$ cat config.mk
export PLATFORM = sky130hd
export DESIGN_NAME = pvm_ram
export DESIGN_NICKNAME = d
export VERILOG_FILES = /design/src/rtl/pvm_ram.sv
export SDC_FILE = /design/constraint.sdc
export NUM_CORES = 2
export LEC_CHECK = 0
export BUFFER_PORTS_ARGS = -buffer_cell sky130_fd_sc_hd__buf_4
export CELL_PAD_IN_SITES_DETAIL_PLACEMENT = 0
export CELL_PAD_IN_SITES_GLOBAL_PLACEMENT = 1
export CORE_AREA = 2 2 573 575
export CTS_CLUSTER_DIAMETER = 80
export CTS_CLUSTER_SIZE = 14
export DETAILED_ROUTE_END_ITERATION = 8
export DIE_AREA = 0 0 575 577
export HOLD_SLACK_MARGIN = 0.06
export PLACE_DENSITY_LB_ADDON = 0.1
export SYNTH_ARGS = -nofsm -noshare
export SYNTH_HDL_FRONTEND = slang
export SYNTH_SLANG_ARGS = --single-unit
export TNS_END_PERCENT = 5
$ cat constraint.sdc
create_clock -name clk -period 2.7 [get_ports clk]
set_clock_uncertainty 0.2 [all_clocks]
set_input_delay 0.27 -clock clk [delete_from_list [all_inputs] [get_ports clk]]
set_output_delay 0.27 -clock clk [all_outputs]
set_load 0.03 [all_outputs]
$ cat src/rtl/pvm_ram.sv
// ---------------------------------------------------------------------------
// pvm_ram
// Generic simple dual-port RAM, one write port, registered read port.
// ---------------------------------------------------------------------------
`default_nettype none

module pvm_ram #(
	parameter int WIDTH = 16,
	parameter int DEPTH = 256,
	parameter int AW    = (DEPTH > 1) ? $clog2(DEPTH) : 1
) (
	input  wire logic             clk,
	input  wire logic             we,
	input  wire logic [AW-1:0]    waddr,
	input  wire logic [WIDTH-1:0] wdata,
	input  wire logic [AW-1:0]    raddr,
	output logic      [WIDTH-1:0] rdata
);

	logic [WIDTH-1:0] mem [DEPTH];

	always_ff @(posedge clk) begin
		if (we) begin
			mem[waddr] <= wdata;
		end
		rdata <= mem[raddr];
	end

endmodule

`default_nettype wire

# Yosys cells after proc, flatten, opt, wreduce, memory -nomap -nowiden
# Memory sizes are Yosys's and may differ from the RTL's. A register that Yosys moved wholly into a read port is not among the register bits.
# Cells that the tools add are included.
# word_totals
word_cells	3
ramBits	4096
n_memories	1
out_inout_bits	16
ff_bits	0
latchBits	0
rom_bits	0
# memory_table
memory	words	width	rd	rd_clocked_by_memory_dff	wr	line_no	rtl
mem	256	16	1	1	1	20	logic [WIDTH-1:0] mem [DEPTH];
# op_classes
multipliers	0
order_cmp	0
reduce_logical	0
eq_ne	0
div	0
bitwise_logic	0
shifts	0
add_sub_neg	0
mux	2
# op_table
operator	n
1-bit 2-to-1 mux	2

# Logic depth before layout (Yosys ltp)
# logic_depth
word_depth	2
mapped_depth	12
depth_no_buf	6

# Worst setup path before layout
# Ideal clock, no wire load.
# synth_path
path_kind	input -> register
start	in waddr[3]
end	mem mem[235][0] (enable)
cell_stages	6
required_ns	2.112
path_slack_ns	0.065
t_arrival_ns	2.047
n_path_buf	3
cell_sequence	clkbuf_1 nor2b_1 clkbuf_1 nand4_1 clkbuf_1 nor2_1
# synth_lines
item	line_no	rtl
start, declared	14	input wire logic [AW-1:0] waddr,
end, declared	20	
# No word-level cell before the write port.

==> impl_metrics.tcl <==
set metrics [dict create \
    status "complete, but fails checks" \
    failed_checks "setup timing" \
    critical_path_arrival_ns 3.45 \
    synth.ff_latch_count 4112 \
    worst_hold_path_type "in -> reg" \
    ys_top_cells_by_count "4096 x sky130_fd_sc_hd__edfxtp_1, 797 x sky130_fd_sc_hd__mux4_2, 565 x sky130_fd_sc_hd__mux2i_1" \
    startpoint "raddr[1]" \
    ys_dominant_reg_cell "sky130_fd_sc_hd__edfxtp_1" \
    htree_levels 5 \
    cts_num_sinks 4112 \
    routabilityCongestion 0.872 \
    clk_pin_slew_worst_paths_ns 0.06 \
    post_synth_inst_count 7360 \
    hp-start "wdata[2]" \
    worstMarginPinSlew_ns 1.15 \
    nNetsFinal 8522 \
    irDropWorstVdd_uv 456 \
    syn_area_per_cell_um2 21.6 \
    numCtsBuffers 333 \
    hold_path_depth 2 \
    synth_area_leader_cell "sky130_fd_sc_hd__edfxtp_1" \
    wire_per_inst_um 34.9 \
    clock_insertion_delay_worst_skew_ns 0.94 \
    startpoint_type "input port" \
    worst-r2r-cell-count 9 \
    critical_path.reg2reg.startpoint "mem[210][9]" \
    rsz0062_at_grt "yes" \
    detailed_place_hpwl_um 285000 \
    synth_nets 7394 \
    core_region_area_um2 326000 \
    maxCapViolations 0 \
    setup_ws_ns -0.123 \
    p_leak_nw 59.5 \
    synth_edf_count 4096 \
    finalCritPeriodShare 1.05 \
    grt_start_max_net_pins 114 \
    start_util 0.487 \
    vias_per_cell 6.28 \
    antenna_found_initial 35 \
    placement.cell_area_um2 175000 \
    global_route.overflow_total 0 \
    top_level_ports 50 \
    finalWirelength_um 451000 \
    maxSlewViolCount 0 \
    max-clock-path-buffers 4 \
    yosysWarnings 0 \
    hold-path-endpoint "mem[190][2]" \
    die_span_y_um 577 \
    floorplan.rows 210 \
    drive_gt1_frac 0.308 \
    p_per_area_nw_per_um2 664 \
    synth.top_cell.area_share 0.775 \
    syn-cell-area_um2 159000 \
    timing.fmax_mhz 354 \
    place.port_buffers 49 \
    layout.cell_area.non_filler_um2 185000 \
    detail_route.drc_violations 0 \
    grt_pass1_wl_um 628000 \
    grt_pass1_vias 80664 \
    die_x_um 575 \
    antenna_violating_nets_post_route 0 \
    place_ws_ns -1.45 \
    seq_area_frac_synth 0.777 \
    design.die.area_um2 332000 \
    drt_first_iter_violations 10505 \
    dr_total_vias 81094 \
    cp.required_ns 3.33 \
    ys_top_cells_by_area "sky130_fd_sc_hd__edfxtp_1 77%, sky130_fd_sc_hd__mux4_2 11%, sky130_fd_sc_hd__mux2i_1 3.6%, sky130_fd_sc_hd__o221ai_1 1.4%, sky130_fd_sc_hd__nor2_1 0.72%" \
    area_growth_syn_to_layout_pct 16.3 \
    setup.worst_path.end_class "flop" \
    grtUsageTotal 0.271 \
    detailedRoute.firstPassIterationCount 5 \
    final_hold_viol_count 0 \
    setup_viol 2 \
    clock-root-buffer "sky130_fd_sc_hd__clkbuf_16" \
    final.min_clock_period_ns 2.82 \
    post_synth_num_cell_types 52 \
    worst-path-max-fanout 14 \
    rr_endpoint "rdata[9]" \
    synthArstFlopShare 0 \
    worst-setup-path-type "in -> reg" \
    synthMostInstantiatedCell "sky130_fd_sc_hd__edfxtp_1" \
    setup.reg_to_reg.worst_slack_ns -0.07 \
    slew_headroom 0.227 \
    cts_tree "built" \
]
==> registers in the layout, indices dropped and copies added, names as in the netlist <==
register  cells
mem        4096
rdata        16
==> power breakdown <==
group | switching [W] | internal (W)
sequential | 0.000165 | 0.0703
clock | 0.0214 | 0.0227
combinational | 0.00485 | 0.00322
==> worst max-delay path, cell delays in order <==
cell	delay, ns
sky130_fd_sc_hd__buf_12	0.21
sky130_fd_sc_hd__buf_4	0.18
sky130_fd_sc_hd__nand2b_4	0.07
sky130_fd_sc_hd__buf_12	0.17
sky130_fd_sc_hd__buf_4	0.21
sky130_fd_sc_hd__buf_12	0.16
sky130_fd_sc_hd__buf_4	0.13
sky130_fd_sc_hd__o221ai_1	0.22
sky130_fd_sc_hd__o22ai_1	0.12
sky130_fd_sc_hd__buf_4	0.15
sky130_fd_sc_hd__a21oi_1	0.18
sky130_fd_sc_hd__buf_4	0.23
sky130_fd_sc_hd__nand4_1	0.64
sky130_fd_sc_hd__nor4_1	0.44
==> worst max path at each step <==
stage / endpoint / cells after the start
detailed placement: rdata[14] / 11
global placement: rdata[14] / 11
CTS: rdata[14] / 8
finish: rdata[9] / 14
floorplan: mem[235][0] / 6
global route: rdata[14] / 8
==> layer usage <==
layer / up-vias / wire length (um) / GRT usage
li1: 33344 / - / -
met1: 43918 / 190000 / 0.398
met4: 6 / 9680 / 0.0577
met3: 437 / 35900 / 0.0449
met5: - / 29 / 0
met2: 3389 / 215000 / 0.431
==> through the flow <==
stage          power, W  setup TNS (ns)   util  hold WS, ns  std cells
2_1_floorplan    0.0753               0      -        0.169       7360
3_3_place_gp     0.0797          -16.67  0.536        0.447      12452
3_5_place_dp     0.0798          -16.61  0.536        0.452      12452
4_1_cts           0.123          -0.561  0.565       0.0746      12894
5_1_grt           0.126          -0.270  0.567        0.106      12910
6_report          0.123          -0.166  0.567        0.130      12920
==> cell families after synthesis <==
family / Yosys count / synth area share
buffers and inverters: 456 / 0.0169
muxes: 1450 / 0.155
AOI/OAI and AO/OA: 786 / 0.0354
DFF: 4112 / 0.777
and+or+nand+nor: 556 / 0.0157
==> area by class of cell <==
type / instances / area (um2)
antenna: 11 / 27.5
inverter: 4 / 27.5
multi-input combinational: 2792 / 33500
fill: 24340 / 141000
clock buffer: 396 / 8780
sequential: 4112 / 123000
tap: 4346 / 5440
clock inverter: 14 / 151
timing repair buffer: 1245 / 13500
==> repair_timing <==
item / CTS / global route
hold endpoints to repair: 4958 / 0
hold buffers: 32 / 0
pin swaps: 6 / 15
gates resized for setup: 34 / 41
setup endpoints to repair: 14 / 13
buffers inserted: 0 / 14
cloned: 0 / 2
==> placed cells by master, fill, tap and decap left out, types with 19 or more instances in the layout <==
cell type	instances
sky130_fd_sc_hd__clkbuf_1	53
sky130_fd_sc_hd__buf_12	300
sky130_fd_sc_hd__o221ai_1	251
sky130_fd_sc_hd__o22ai_1	148
sky130_fd_sc_hd__mux2i_1	565
sky130_fd_sc_hd__o21ai_0	35
sky130_fd_sc_hd__a22oi_1	39
sky130_fd_sc_hd__nand3_1	24
sky130_fd_sc_hd__a22o_1	24
sky130_fd_sc_hd__clkbuf_16	345
sky130_fd_sc_hd__a221oi_1	19
sky130_fd_sc_hd__mux2_2	84
sky130_fd_sc_hd__nor2_1	195
sky130_fd_sc_hd__mux4_2	797
sky130_fd_sc_hd__nand4_1	26
sky130_fd_sc_hd__nor2_2	109
sky130_fd_sc_hd__nor3_1	86
sky130_fd_sc_hd__buf_4	884
sky130_fd_sc_hd__edfxtp_1	4096
sky130_fd_sc_hd__a21oi_1	175
sky130_fd_sc_hd__nand2_1	35
sky130_fd_sc_hd__dlygate4sd3_1	32
Note: power is estimated with default switching activity, not from simulation.
