File: config.mk
export PLATFORM = sky130hd
export DESIGN_NAME = pvm_accum_flat
export DESIGN_NICKNAME = d
export VERILOG_FILES = /design/src/rtl/pvm_pkg.sv /design/src/rtl/pvm_if.sv /design/src/rtl/pvm_accum.sv /design/src/flat_wrapper.sv
export SDC_FILE = /design/constraint.sdc
export NUM_CORES = 1
export LEC_CHECK = 0
export ABC_AREA = 1
export CAP_MARGIN = 10
export CORE_MARGIN = 5
export CORE_UTILIZATION = 65
export DETAILED_ROUTE_END_ITERATION = 8
export DONT_BUFFER_PORTS = 1
export PLACE_DENSITY = 0.89
export SKIP_LAST_GASP = 1
export SYNTH_ARGS = -nofsm -noshare
export SYNTH_HDL_FRONTEND = slang
export SYNTH_SLANG_ARGS = --single-unit
File: constraint.sdc
create_clock -name clk -period 4.4 [get_ports clk]
set_clock_uncertainty 0.15 [all_clocks]
set_input_delay 0.88 -clock clk [delete_from_list [all_inputs] [get_ports clk]]
set_output_delay 0.88 -clock clk [all_outputs]
set_load 0.02 [all_outputs]
File: src/rtl/pvm_pkg.sv
// ---------------------------------------------------------------------------
// pvm_pkg
// Shared constants, types and codes of the PCM voice mixer.
// ---------------------------------------------------------------------------
`default_nettype none

package pvm_pkg;

	// Sizing. SAMPLE_DEPTH must be a power of two.
	localparam int VOICE_COUNT  = 8;
	localparam int SAMPLE_DEPTH = 65536;

	localparam int SAMPLE_AW = (SAMPLE_DEPTH > 1) ? $clog2(SAMPLE_DEPTH) : 1;
	localparam int VOICE_IW  = (VOICE_COUNT > 1) ? $clog2(VOICE_COUNT) : 1;
	// Width that holds start address + offset without loss
	localparam int SUM_W     = (SAMPLE_AW > 17) ? SAMPLE_AW : 17;

	localparam logic [16:0] LEN_MAX = 17'd65536;

	localparam logic signed [15:0] PCM_MAX = 16'sh7FFF;
	localparam logic signed [15:0] PCM_MIN = 16'sh8000;

	// Item kinds
	localparam logic [1:0] KIND_LOAD  = 2'd0;
	localparam logic [1:0] KIND_START = 2'd1;
	localparam logic [1:0] KIND_STOP  = 2'd2;
	localparam logic [1:0] KIND_TICK  = 2'd3;

	// One voice slot as stored in the voice memory
	typedef struct packed {
		logic [15:0] start_addr;
		logic [16:0] length;
		logic [16:0] offset;
		logic [31:0] start_time;
		logic        loop;
	} voice_t;

	localparam int VOICE_W = $bits(voice_t);

	// Sequencer to accumulator controls
	typedef struct packed {
		logic clear;
		logic add;
		logic finish;
	} acc_ctl_t;

endpackage

`default_nettype wire

File: src/rtl/pvm_if.sv
// ---------------------------------------------------------------------------
// pvm_if
// Valid/ready channels: command items in, mixed output samples out.
// ---------------------------------------------------------------------------
`default_nettype none


interface pvm_mix_if;
	logic               valid;
	logic               ready;
	logic signed [15:0] mixed_sample;
	logic [3:0]         active_voices;
	logic               clipped;

	modport source (
		output valid, mixed_sample, active_voices, clipped,
		input  ready
	);
	modport sink (
		input  valid, mixed_sample, active_voices, clipped,
		output ready
	);
endinterface

`default_nettype wire

File: src/rtl/pvm_accum.sv
// ---------------------------------------------------------------------------
// pvm_accum
// Saturating mix accumulator, voice count, clip flag and output register.
// ---------------------------------------------------------------------------
`default_nettype none

module pvm_accum (
	input  wire logic               clk,
	input  wire logic               arst_n,
	input  wire pvm_pkg::acc_ctl_t  ctl,
	input  wire logic signed [15:0] sample,
	output logic                    can_finish,
	pvm_mix_if.source               mix
);

	logic signed [15:0] acc_q;
	logic [3:0]         cnt_q;
	logic               clip_q;
	logic signed [16:0] sum;
	logic signed [15:0] acc_nxt;
	logic               sat;

	logic               out_valid_q;
	logic signed [15:0] out_sample_q;
	logic [3:0]         out_cnt_q;
	logic               out_clip_q;

	// Overflow shows as disagreeing top two bits of the 17-bit sum
	always_comb begin
		sum = {acc_q[15], acc_q} + {sample[15], sample};
		sat = sum[16] != sum[15];
		if (!sat) begin
			acc_nxt = sum[15:0];
		end else if (sum[16]) begin
			acc_nxt = pvm_pkg::PCM_MIN;
		end else begin
			acc_nxt = pvm_pkg::PCM_MAX;
		end
	end

	always_ff @(posedge clk or negedge arst_n) begin
		if (!arst_n) begin
			acc_q  <= '0;
			cnt_q  <= '0;
			clip_q <= 1'b0;
		end else if (ctl.clear) begin
			acc_q  <= '0;
			cnt_q  <= '0;
			clip_q <= 1'b0;
		end else if (ctl.add) begin
			acc_q  <= acc_nxt;
			clip_q <= clip_q | sat;
			if (cnt_q != 4'hF) begin
				cnt_q <= cnt_q + 4'd1;
			end
		end
	end

	assign can_finish = !out_valid_q || mix.ready;

	always_ff @(posedge clk or negedge arst_n) begin
		if (!arst_n) begin
			out_valid_q <= 1'b0;
		end else if (ctl.finish) begin
			out_valid_q <= 1'b1;
		end else if (mix.ready) begin
			out_valid_q <= 1'b0;
		end
	end

	always_ff @(posedge clk) begin
		if (ctl.finish) begin
			out_sample_q <= acc_q;
			out_cnt_q    <= cnt_q;
			out_clip_q   <= clip_q;
		end
	end

	assign mix.valid         = out_valid_q;
	assign mix.mixed_sample  = out_sample_q;
	assign mix.active_voices = out_cnt_q;
	assign mix.clipped       = out_clip_q;

	property p_finish_free;
		@(posedge clk) disable iff (!arst_n)
		ctl.finish |-> can_finish;
	endproperty
	a_finish_free: assert property (p_finish_free)
		else $error("result overwritten while still pending");

endmodule

`default_nettype wire

File: src/flat_wrapper.sv
// flat-port wrapper written by rule: the top's interface ports become plain ports
module pvm_accum_flat 
  (clk, arst_n, ctl, sample, can_finish, mix_valid, mix_mixed_sample, mix_active_voices, mix_clipped, mix_ready);
  pvm_mix_if mix_i ();
  input  wire logic clk;
  input  wire logic arst_n;
  input  wire pvm_pkg::acc_ctl_t ctl;
  input  wire logic signed [15:0] sample;
  output logic can_finish;
  output wire logic [$bits(mix_i.valid)-1:0] mix_valid;
  output wire logic [$bits(mix_i.mixed_sample)-1:0] mix_mixed_sample;
  output wire logic [$bits(mix_i.active_voices)-1:0] mix_active_voices;
  output wire logic [$bits(mix_i.clipped)-1:0] mix_clipped;
  input wire logic [$bits(mix_i.ready)-1:0] mix_ready;
  assign mix_valid = mix_i.valid;
  assign mix_mixed_sample = mix_i.mixed_sample;
  assign mix_active_voices = mix_i.active_voices;
  assign mix_clipped = mix_i.clipped;
  assign mix_i.ready = mix_ready;
  pvm_accum u_core (.clk(clk), .arst_n(arst_n), .ctl(ctl), .sample(sample), .can_finish(can_finish), .mix(mix_i));
endmodule
## Word level (Yosys, flattened, before mapping)

Index checks and enable logic that the tools add are counted.

| word-level totals | value |
|---|---|
| memories kept | 0 |
| memory bits (read-only) | 0 |
| flip-flop bits (word level) | 43 |
| bits in latches | 0 |
| memory bits (writable) | 0 |
| input port bits | 22 |
| output and inout bits | 23 |
| word-level logic and storage cells | 29 |

| cells by class | value |
|---|---|
| div/mod/pow operators | 0 |
| add/sub/neg operators | 2 |
| multiply operators | 0 |
| reductions and logical operators | 6 |
| equality and inequality tests | 2 |
| magnitude comparators | 0 |
| shift operators | 0 |
| bitwise gates (word level) | 1 |
| muxes and demuxes | 11 |

Operators by type and width:

| operator | number |
|---|---|
| two-way mux 16 bit | 4 |
| adder 16 x 16 -> 17 bit | 1 |
| two-way mux 4 bit | 3 |
| nonzero test 2 bit | 3 |
| adder 4 x 1 -> 4 bit, second input constant | 1 |
| two-way mux 1 bit | 4 |
| inequality test 4 bit, second input constant | 1 |
| AND reduction 2 bit | 1 |
| logical NOT 1 bit | 1 |
| logical OR 1 bit | 1 |
| inequality test 1 bit | 1 |
| bitwise OR 1 bit | 1 |

## Depth between registers and ports, before layout

Gate-level depths: netlist (run 1).

| depth | value |
|---|---|
| word-level depth | 5 |
| gate-level depth with buffers | 15 |

## Least setup slack after synthesis (run 1)

No wires, ideal clock.

| path | value |
|---|---|
| path kind | input -> register |
| start | input sample[0] |
| end | register u_core.acc_q[0] |
| setup slack | 1,656 ps |
| arrival | 2,473 ps |
| data required time | 4,130 ps |
| cell stages on the path | 15 |
| path buffers | 1 |
| cells stage by stage | ha_1 > fa_1 > nand2_1 > nand2_1 > nand3_1 > nand2_2 > nand2_2 > nand2_2 > nand2_1 > nand2_2 > nand2_4 > nand2_4 > buf_12 > o21ai_1 > nand2_1 |

| between the ends | value |
|---|---|
| longest elaborated chain between the ends | 5 |

Ends and longest elaborated chain:

| what | line | text |
|---|---|---|
| start, declared | flat_wrapper.sv:8 | `input wire logic signed [15:0] sample;` |
| adder 16 x 16 -> 17 bit * | pvm_accum.sv:30 | `sum = {acc_q[15], acc_q} + {sample[15], sample};` |
| two-way mux 16 bit or inequality test 1 bit (tied branches) | pvm_accum.sv:34, pvm_accum.sv:31 |  |
| two-way mux 16 bit * | pvm_accum.sv:32 | `if (!sat) begin` |
| two-way mux 16 bit * | pvm_accum.sv:50 | `end else if (ctl.add) begin` |
| two-way mux 16 bit * | pvm_accum.sv:46 | `end else if (ctl.clear) begin` |
| end signal, assigned | pvm_accum.sv:51 | `acc_q <= acc_nxt;` |
| end, declared | pvm_accum.sv:16 | `logic signed [15:0] acc_q;` |

Every way passes the cells marked *; elsewhere a longest branch is shown, timed or not. The select of a mux whose other input is x is not followed.
A chain may end at the register's enable or synchronous reset.

## Worst setup path in the final report (run 1)

| path | value |
|---|---|
| start | input sample[0] |
| end | register u_core.acc_q[9] |

The elaborated chain is that of the path after synthesis.

==> results.md, run 1 <==
Critical path:
- The critical path endpoint category is a flop.
- The critical path goes through ha_1, fa_1, nand2_1, nand2_1, nand3_1, nand2_2, nand2_2, nand2_2, nand2_1, nand2_2, a21oi_4, o21ai_0, nand2_1.
- The critical path's largest stage delay is 0.42 ns.
- Data arrives at the worst endpoint at about 2.9 ns.
- STA classifies the critical path startpoint as a primary input.
- The critical path is of the primary input to flop type.
- The cell with the largest stage delay on the worst path is fa_1.
- Of all nets on the critical path, the largest fanout is 15.
- The worst path required time is between 4 and 5 ns.

Placement:
- Routability-driven placement finished with a final weighted congestion of around 0.9.
- The half-perimeter wire length after detailed placement is 4150 um.
- OpenSTA, run right after detailed placement, puts the worst setup slack at 1.30 ns.
- In this run the tool buffered the top-level ports with 0 buffer cells.

Detailed routing:
- The via total after detailed routing is 1933.
- The routed design has 5160 um of wire.
- The antenna violation net count after detailed routing is 0.
- The number of vias per cell is 5.54.
- The number of remaining DRC errors is 0.
- The iteration-0 DRC count of the detailed router is 186.
- Dividing the detail-routed wire length by the instance count gives approximately 15 um.
- The number of iterations in the first detailed-routing pass is 5.

Global routing:
- The wire length of the first global-routing pass is 8650 um.
- For this run, the total global-route usage over all layers was measured as between 20% and 30%.
- Entering global routing, the biggest net connects 23 pins.
- The total overflow left after global routing is 0.
- The number of antenna violations at the first check in global routing is 0.
- The via count of the first global-routing pass is 1910.

Floorplan:
- The die height is 73.1 um.
- The core footprint is 0.00394 mm2.
- From left edge to right edge, the die measures 73.1 um.
- During I/O placement, the number of pins put on the boundary was 45.
- The initial cell density of the core is between 60 and 70%.
- The number of rows in the core area is 23.
- The die covers 0.00535 mm2.

Timing:
- The worst-margin pin slew is 1.06 ns.
- The final count of hold timing violations was 0.
- The number of pins exceeding their max-slew limit in the final report is 0.
- The final critical-path required period is 2.81 ns.
- The maximum achievable frequency is 0.356 GHz.
- Summed over all failing endpoints, the final setup total negative slack is 0 ns.
- The worst path meets setup with 1.59 ns of slack.
- The tightest hold path in the finished design has a slack of ~0.13 ns.
- The final count of negative-setup-slack endpoints is 0.
- The worst relative slew slack is 29.2%.
- Setup repair after global routing left no endpoint under its margin.
- In the finished design, the share of the clock period the worst path needs comes to 63.8%.

Power and ir drop:
- IR analysis of the VDD net gives a maximum drop of 0.271 mV.
- Summed over all cells, the static leakage comes to 1.41 nW.
- Power spread over the standard cell area amounts to approximately 550 mW/mm2.
- The total power draw is 1.50 mW.

Yosys:
- Counting flops with a built-in enable in the synthesized netlist gives 21.
- The mean cell area of the mapped netlist is 8.81 um2.
- The most common cell in the synthesized netlist is nand2_1.
- Sequential cells were found to cover 45.6% of the synthesized design area.
- In this run, distinct cell masters in the synthesized netlist total 31.
- The top cell type's share of synthesized area is between 20% and 30%.
- The leading area contributor after synthesis is edfxtp_1.
- Synthesis inferred 43 register bits.
- The share of flip-flops with an asynchronous set or reset is 51.2%.
- In the synthesized netlist the dominant register cell turns out to be dfrtp_1.
- In the synthesized netlist, the number of instances is 294.
- For this run, the number of Yosys warnings is 0.
- The netlist area before placement is 0.00259 mm2.
- In the post-synthesis netlist, the biggest area contributors are edfxtp_1 (24%), dfrtp_1 (21%), nand2_1 (14%), ha_1 (8.2%), inv_1 (4.2%).
- The number of nets handed over by synthesis was 334.
- After synthesis, the most frequently instantiated cells are nand2_1 (100), inv_1 (29), dfrtp_1 (22).

Layout:
- The number of nets in the layout is 338.
- The area overhead of the layout relative to synthesis is 5.21%.
- The post-route netlist has 13.4% of its cells at a drive strength greater than 1.
- The filler cells instantiated in the layout total 276.
- Cells fill between 60% and 70% of the core in the end.
- 0 antenna diodes ended up in the layout.

Clock network:
- The clock buffer count from CTS is 5.
- The tree is rooted in a clkbuf_8.
- The number of levels in the clock H-tree is 2.
- Clock-pin slew was measured on the worst setup and hold paths at 0.08 ns.
- For this design, the CTS-stage hold fixing added 0 buffers.
- Clock tree synthesis found a total of 43 sinks.
- The clock tree from TritonCTS is yes.
- The clock insertion delay at the later pin of the skew report is 0.29 ns.
- The number of buffers on the longest clock path is 2.
- The buffer count from post-CTS setup fixing is 0.
- The number of gates given a new drive strength after cts is 0.

Status:
- The run finished with clean final reports.

Hold path:
- The worst hold path belongs to the class primary input to asynchronous set/reset pin.

Job:
- The number of max-capacitance violations reported is 0.
==> worst max-delay path, delay by kind of cell <==
family / cells / cell delay [ns]
fa+ha+maj: 2 / 0.63
simple gates: 9 / 0.76
compound gates: 2 / 0.60
==> state kept, by name (all words and copies together) (netlist names) <==
register                  flops
u_core.mix.mixed_sample      16
u_core.cnt_q                  4
u_core.acc_q                 16
u_core.mix.valid              1
u_core.mix.clipped            1
u_core.clip_q                 1
u_core.mix.active_voices      4
==> cell families (layout without fill, tap and decap cells) <==
group           after synthesis  after routing  share of synthesized area [%]
simple gates                154            154                           26.5
xor+xnor                     13             13                           4.39
compound gates               31             31                           8.55
buf+inv                      35             40                           5.99
flops                        43             43                           45.6
fa+ha+maj                    18             18                           8.98
==> per-stage QoR <==
stage | area (um2) | std cells
2_1_floorplan | 2590 | 294
3_3_place_gp | 2620 | 341
3_5_place_dp | 2620 | 341
4_1_cts | 2730 | 349
5_1_grt | 2730 | 349
6_report | 2730 | 349
==> path summary, 6_finish.rpt <==
path | depth (start not counted) | start | slack [ns] | to
hold / removal | 0 | arst_n | 0.13 | u_core.acc_q[6]$_DFFE_PN0P_
setup / recovery | 13 | sample[0] | 1.59 | u_core.acc_q[9]$_DFFE_PN0P_
hold reg to reg | 0 | u_core.clip_q$_DFFE_PN0P_ | 0.31 | u_core.mix.clipped$_DFFE_PP_
setup reg to reg | 13 | u_core.acc_q[0]$_DFFE_PN0P_ | 1.78 | u_core.acc_q[9]$_DFFE_PN0P_
max in group asynchronous | 0 | arst_n | 3.90 | u_core.cnt_q[3]$_DFFE_PN0P_
min in group clk | 0 | u_core.clip_q$_DFFE_PN0P_ | 0.31 | u_core.mix.clipped$_DFFE_PP_
==> layout make-up <==
| type | instances | area, um2 | share of cell area [%] |
|---|---|---|---|
| clock buffers | 5 | 68.8 | 2.52 |
| well taps | 50 | 62.6 | 2.29 |
| inverters | 32 | 120 | 4.41 |
| clock inverters | 3 | 38.8 | 1.42 |
| flip-flops and latches | 43 | 1180 | 43.3 |
| multi-input cells | 216 | 1250 | 46.0 |
==> placed cells by master, fill, tap and decap left out, drive strengths merged, types with 4 or more instances in the layout <==
cell type,instances
o21ai,13
nor3,4
ha,17
a21oi,13
edfxtp,21
dfrtp,22
clkbuf,5
nand2,116
xor2,11
nor2,15
nand3,16
inv,32
==> power by group <==
part / total [mW] / internal [mW] / leakage [nW] / switching (mW)
combinational: 0.589 / 0.205 / 0.848 / 0.384
sequential: 0.622 / 0.518 / 0.506 / 0.104
clock: 0.291 / 0.166 / 0.0556 / 0.125
total: 1.50 / 0.889 / 1.41 / 0.613
==> per-layer routing <==
layer  wire [um]  up-vias  GRT usage, %
li1            -      958             -
met1        2270      881          27.1
met2        2430       76          34.4
met3         292       18          4.41
met4         168        0          9.02
met5           0        -             0
(Power assumes the default switching activity.)
==> inputs of run 2 (changes only) <==
--- a/config.mk
+++ b/config.mk
@@ -5,13 +5,13 @@
 export SDC_FILE = /design/constraint.sdc
 export NUM_CORES = 1
 export LEC_CHECK = 0
-export ABC_AREA = 1
+export ABC_AREA = 0
 export CAP_MARGIN = 10
 export CORE_MARGIN = 5
-export CORE_UTILIZATION = 65
+export CORE_UTILIZATION = 57
 export DETAILED_ROUTE_END_ITERATION = 8
 export DONT_BUFFER_PORTS = 1
-export PLACE_DENSITY = 0.89
+export PLACE_DENSITY = 0.83
 export SKIP_LAST_GASP = 1
 export SYNTH_ARGS = -nofsm -noshare
 export SYNTH_HDL_FRONTEND = slang
==> constraint.sdc (replaced) <==
create_clock -name clk -period 2.35 [get_ports clk]
set_clock_uncertainty 0.15 [all_clocks]
set_input_delay 0.47 -clock clk [delete_from_list [all_inputs] [get_ports clk]]
set_output_delay 0.47 -clock clk [all_outputs]
set_load 0.02 [all_outputs]
==> run 2 against run 1 <==
The run now ends with negative setup slack left. First-iteration DRC count is 18% higher. Utilization grew 8.7 points. Setup slack lost 2.0 ns. Non-clock buffer count grew 59. Critical path type is now flop to flop. Largest cell class unchanged. Highest routed layer is now met5.
==> results.md, run 2 <==
Yosys:
- The area share of fa/ha/maj cells after synthesis is 9.14% (+0.15 points).
- The mean cell area of the mapped netlist is 10.4 um2 (+17%).
- The count of synthesis-stage warnings from yosys is 0 (unchanged).
- Of all cell types, the one taking the most synthesized area is edfxtp_1.
- By area the synthesized netlist is led by edfxtp_1 (25%), dfrtp_1 (22%), ha_1 (8.3%), nor2_1 (5.3%), o32ai_1 (4.8%).
- By area, the combinational part of the netlist is dominated by simple AND/OR/NAND/NOR gates.
- The top cell type's share of synthesized area is 24.8% (+0.42 points).
- The portion of the post-synthesis area used by sequential elements came to 46.4% (+0.78 points).
- The simple-gate area share of the yosys netlist was 19.7% (-6.8 points).
- The netlist area before placement is 0.00255 mm2 (-1.7%).
- The post-synth net total is 286 (-14%).
- The number of register bits inferred by synthesis was 43 (unchanged).
- The distinct cell type count after synthesis was 52 (+68%).
- The share of cell area taken by muxes after synthesis is 1.28% (+1.3 points).
- Ranked by instance count, the synthesized netlist is headed by nor2_1 (36), dfrtp_1 (22), edfxtp_1 (21).
- The share of flip-flops with an asynchronous set or reset is 51.2% (unchanged).
- The number of enable-type register cells in the synthesized netlist came to 21 (unchanged).
- The post-synthesis instance total is 246 (-16%).
- The most used flip-flop cell after synthesis is dfrtp_1.
- The most frequently used cell type in the post-synthesis netlist is nor2_1.
- The xor and xnor area share after synthesis is 3.44% (-0.96 points).
- The post-synthesis compound-gate area fraction was 17.5% (+8.9 points).

Placement:
- The final RePlAce weighted congestion is 0.953 (+5.4%).
- The cell count after placement is 339 (-0.59%).
- The quantity of I/O buffers inserted on ports is 0 (unchanged).
- The half-perimeter wire length after detailed placement is 4650 um (+12%).

Timing:
- The final critical-path required period is roughly 2.7 ns.
- The number of pins exceeding their max-slew limit in the final report is 0 (unchanged).
- The final count of negative-setup-slack endpoints is 17 (+17).
- The worst relative slew slack is 28.7% (-0.45 points).
- The worst-margin pin slew came to 1.07 ns (+0.00714 ns).
- The final critical path takes up 116% of the cycle.
- Setup repair after global routing could not meet its margin everywhere.
- The final worst setup slack is -0.378 ns (-1.97 ns).
- The final count of hold timing violations is 0 (unchanged).
- The hold slack is 0.0745 ns (-0.0534 ns).
- Static timing analysis puts the maximum clock frequency at about 0.37 GHz.

Floorplan:
- The number of placed I/O pins was 45 (unchanged).
- The full die area is 0.00591 mm2 (+10%).
- The die height was 76.9 um (+5.1%).
- The core footprint is 0.00435 mm2 (+10%).
- The number of rows in the core area was 24 (+4.3%).
- The die width is 76.9 um (+5.1%).
- The initial cell density of the core came to 58.5% (-7.2 points).

Critical path:
- The library cell appearing most often on the critical path is buf_6.
- The launching element type of the critical path is a flop.
- The worst path required time came to 2.38 ns (-2.09 ns).
- For this design, the slowest cell found on the critical path is or4_4.
- The top fanout value on the critical path came to 5 (-10).
- The endpoint arrival time on the critical path came to 2.76 ns (-0.12 ns).
- The worst setup path is of the flop to flop kind.
- The critical path's largest stage delay is 0.44 ns (+0.02 ns).
- The critical path goes through ha_4, fa_2, a21oi_4, nor2_4, o2111ai_4, a21oi_2, or4_4, mux2i_4, buf_6, buf_6, o32ai_1.
- Broken down by cell family, the worst path's largest delay share belongs to compound AO/OA/AOI/OAI gates.
- The number of buffers and inverters on the critical path is 2 (+2).
- The critical path endpoint category is a flop.

Clock network:
- The number of buffers on the longest clock path is 2 (unchanged).
- The number of levels in the clock H-tree is 2 (unchanged).
- The clock tree from TritonCTS is yes.
- The clock buffer count from CTS is 5 (unchanged).
- The sink count of the clock tree is 43 (unchanged).
- The root buffer cell chosen for the clock tree is clkbuf_8.
- The clock insertion delay at the later pin of the skew report is 0.31 ns (+0.02 ns).
- The clock transition at the registers of the reported paths was 0.09 ns (about the same).

Hold path:
- The min-delay analysis places its worst path in the category primary input to flop.

Layout:
- The final core utilization is 77.8% (+8.7 points).
- The total inserted antenna cells is 0 (unchanged).
- Leaving out fill and tap cells, the most frequent cells in the layout are buf_4 (52), nor2_1 (34), dfrtp_1 (22).
- The share of cells above drive strength 1 is 33.1% (+20 points).
- The final cell count without fillers is 357 (+2.3%).
- Relative to the synthesized area, the layout overhead comes to 33.0%.
- The commonest non-fill, non-tap cell in the layout is buf_4.
- The number of nets in the layout was 344 (+1.8%).

Detailed routing:
- The aggregate routed wire length is 7410 um (+44%).
- The iteration-0 DRC count of the detailed router is 220 (+18%).
- The number of iterations in the first detailed-routing pass is 4 (-1).
- The detailed-route wire length per cell came to 20.8 um (+40%).
- The antenna violation net count after detailed routing is 0 (unchanged).
- The number of vias per cell is 6.52 (+18%).
- The via total after detailed routing is 2329 (+20%).
- The number of remaining DRC errors is 0 (unchanged).

Status:
- The checks that failed: negative setup slack.
- The run finished, with violations left.

Global routing:
- The number of antenna violations at the first check in global routing was 1 (+1).
- The via count of the first global-routing pass is 2292 (+20%).
- The wire length of the first global-routing pass came to 11400 um (+32%).
- The largest net degree at the start of global routing came to 37 (+61%).
- The total overflow reported by the global router came to 0 (unchanged).
- The total global routing track utilization is 24.4% (+3.3 points).

Power and ir drop:
- The switching part of the total is 40.3% (-0.46 points).
- The share of total power in sequential cells is 30.1% (-11 points).
- The net load switching power is 1.74 mW (+180%).
- The combinational fraction of design power is 56.6% (+17 points).
- The leakage component of the power is 1.44 nW (+1.9%).
- The internal power was 2.57 mW (+190%).
- The share of total power in the clock network is 13.3% (-6.1 points).
- The total power divided by cell area is 1270 mW/mm2 (+130%).
- The worst supply voltage drop on vdd is 0.578 mV (+110%).

Job:
- The number of max-capacitance violations reported is 0 (unchanged).
run 2: per-stage QoR:
step | area, um2 | worst slack [ns] | power [mW] | setup TNS (ns)
global placement | 3010 | -0.382 | 3.15 | -5.85
finish | 3390 | -0.378 | 4.30 | -5.31
CTS | 3300 | -0.328 | 4.03 | -4.75
detailed placement | 3010 | -0.484 | 3.24 | -6.72
floorplan | 2610 | -0.317 | 2.45 | -4.33
global route | 3390 | -0.478 | 4.55 | -6.91
run 2: path summary, 6_finish.rpt:
kind                                        startpoint                      endpoint  slack, ns  cells after the start
max reg2reg                u_core.acc_q[0]$_DFFE_PN0P_   u_core.acc_q[6]$_DFFE_PN0P_      -0.38                     11
min in group asynchronous                       arst_n  u_core.acc_q[12]$_DFFE_PN0P_       0.65                      1
max                        u_core.acc_q[0]$_DFFE_PN0P_   u_core.acc_q[6]$_DFFE_PN0P_      -0.38                     11
min                                             ctl[2]  u_core.acc_q[15]$_DFFE_PN0P_       0.07                      1
max in group asynchronous                       arst_n   u_core.acc_q[4]$_DFFE_PN0P_       0.75                      1
min reg2reg                  u_core.clip_q$_DFFE_PN0P_  u_core.mix.clipped$_DFFE_PP_       0.32                      0
run 2: cells by family (layout without fill, tap and decap cells):
logic type / after synthesis / after routing
buf+inv: 15 / 74
simple gates: 97 / 97
mux: 2 / 2
flops: 43 / 43
fa+ha+maj: 18 / 18
xor+xnor: 10 / 10
compound gates: 61 / 61
run 2: area by class of cell:
| type | instances | area, um2 |
|---|---|---|
| clock inverter | 3 | 38.8 |
| clock buffer | 5 | 68.8 |
| timing repair buffer | 59 | 485 |
| tap | 52 | 65.1 |
| multi-input combinational | 188 | 1520 |
| sequential | 43 | 1180 |
| fill | 237 | 966 |
| inverter | 7 | 26.3 |
run 2: power groups by stage:
stage / combinational (mW) / clock (mW) / sequential [mW]
2_1_floorplan: 1.20 / 0 / 1.25
3_3_place_gp: 1.86 / 0 / 1.29
3_5_place_dp: 1.94 / 0 / 1.30
4_1_cts: 2.19 / 0.554 / 1.29
5_1_grt: 2.63 / 0.610 / 1.32
6_report: 2.44 / 0.572 / 1.30
run 2: layer usage:
layer / GRT usage, % / share of wire [%] / vias up
met3: 6.21 / 5.6 / 29
li1: - / - / 1056
met5: 0 / 0.18 / -
met1: 29.3 / 41 / 1138
met4: 11.5 / 3.4 / 2
met2: 40.7 / 50 / 104
run 2: repair_timing:
| action | in CTS | in global routing |
|---|---|---|
| hold endpoints to repair | 22 | 0 |
| hold buffers | 1 | 0 |
| pin swaps | 7 | 2 |
| gates cloned | 1 | 0 |
| buffers inserted | 6 | 3 |
| gates resized for setup | 17 | 16 |
| endpoints found under the setup margin | 17 | 17 |
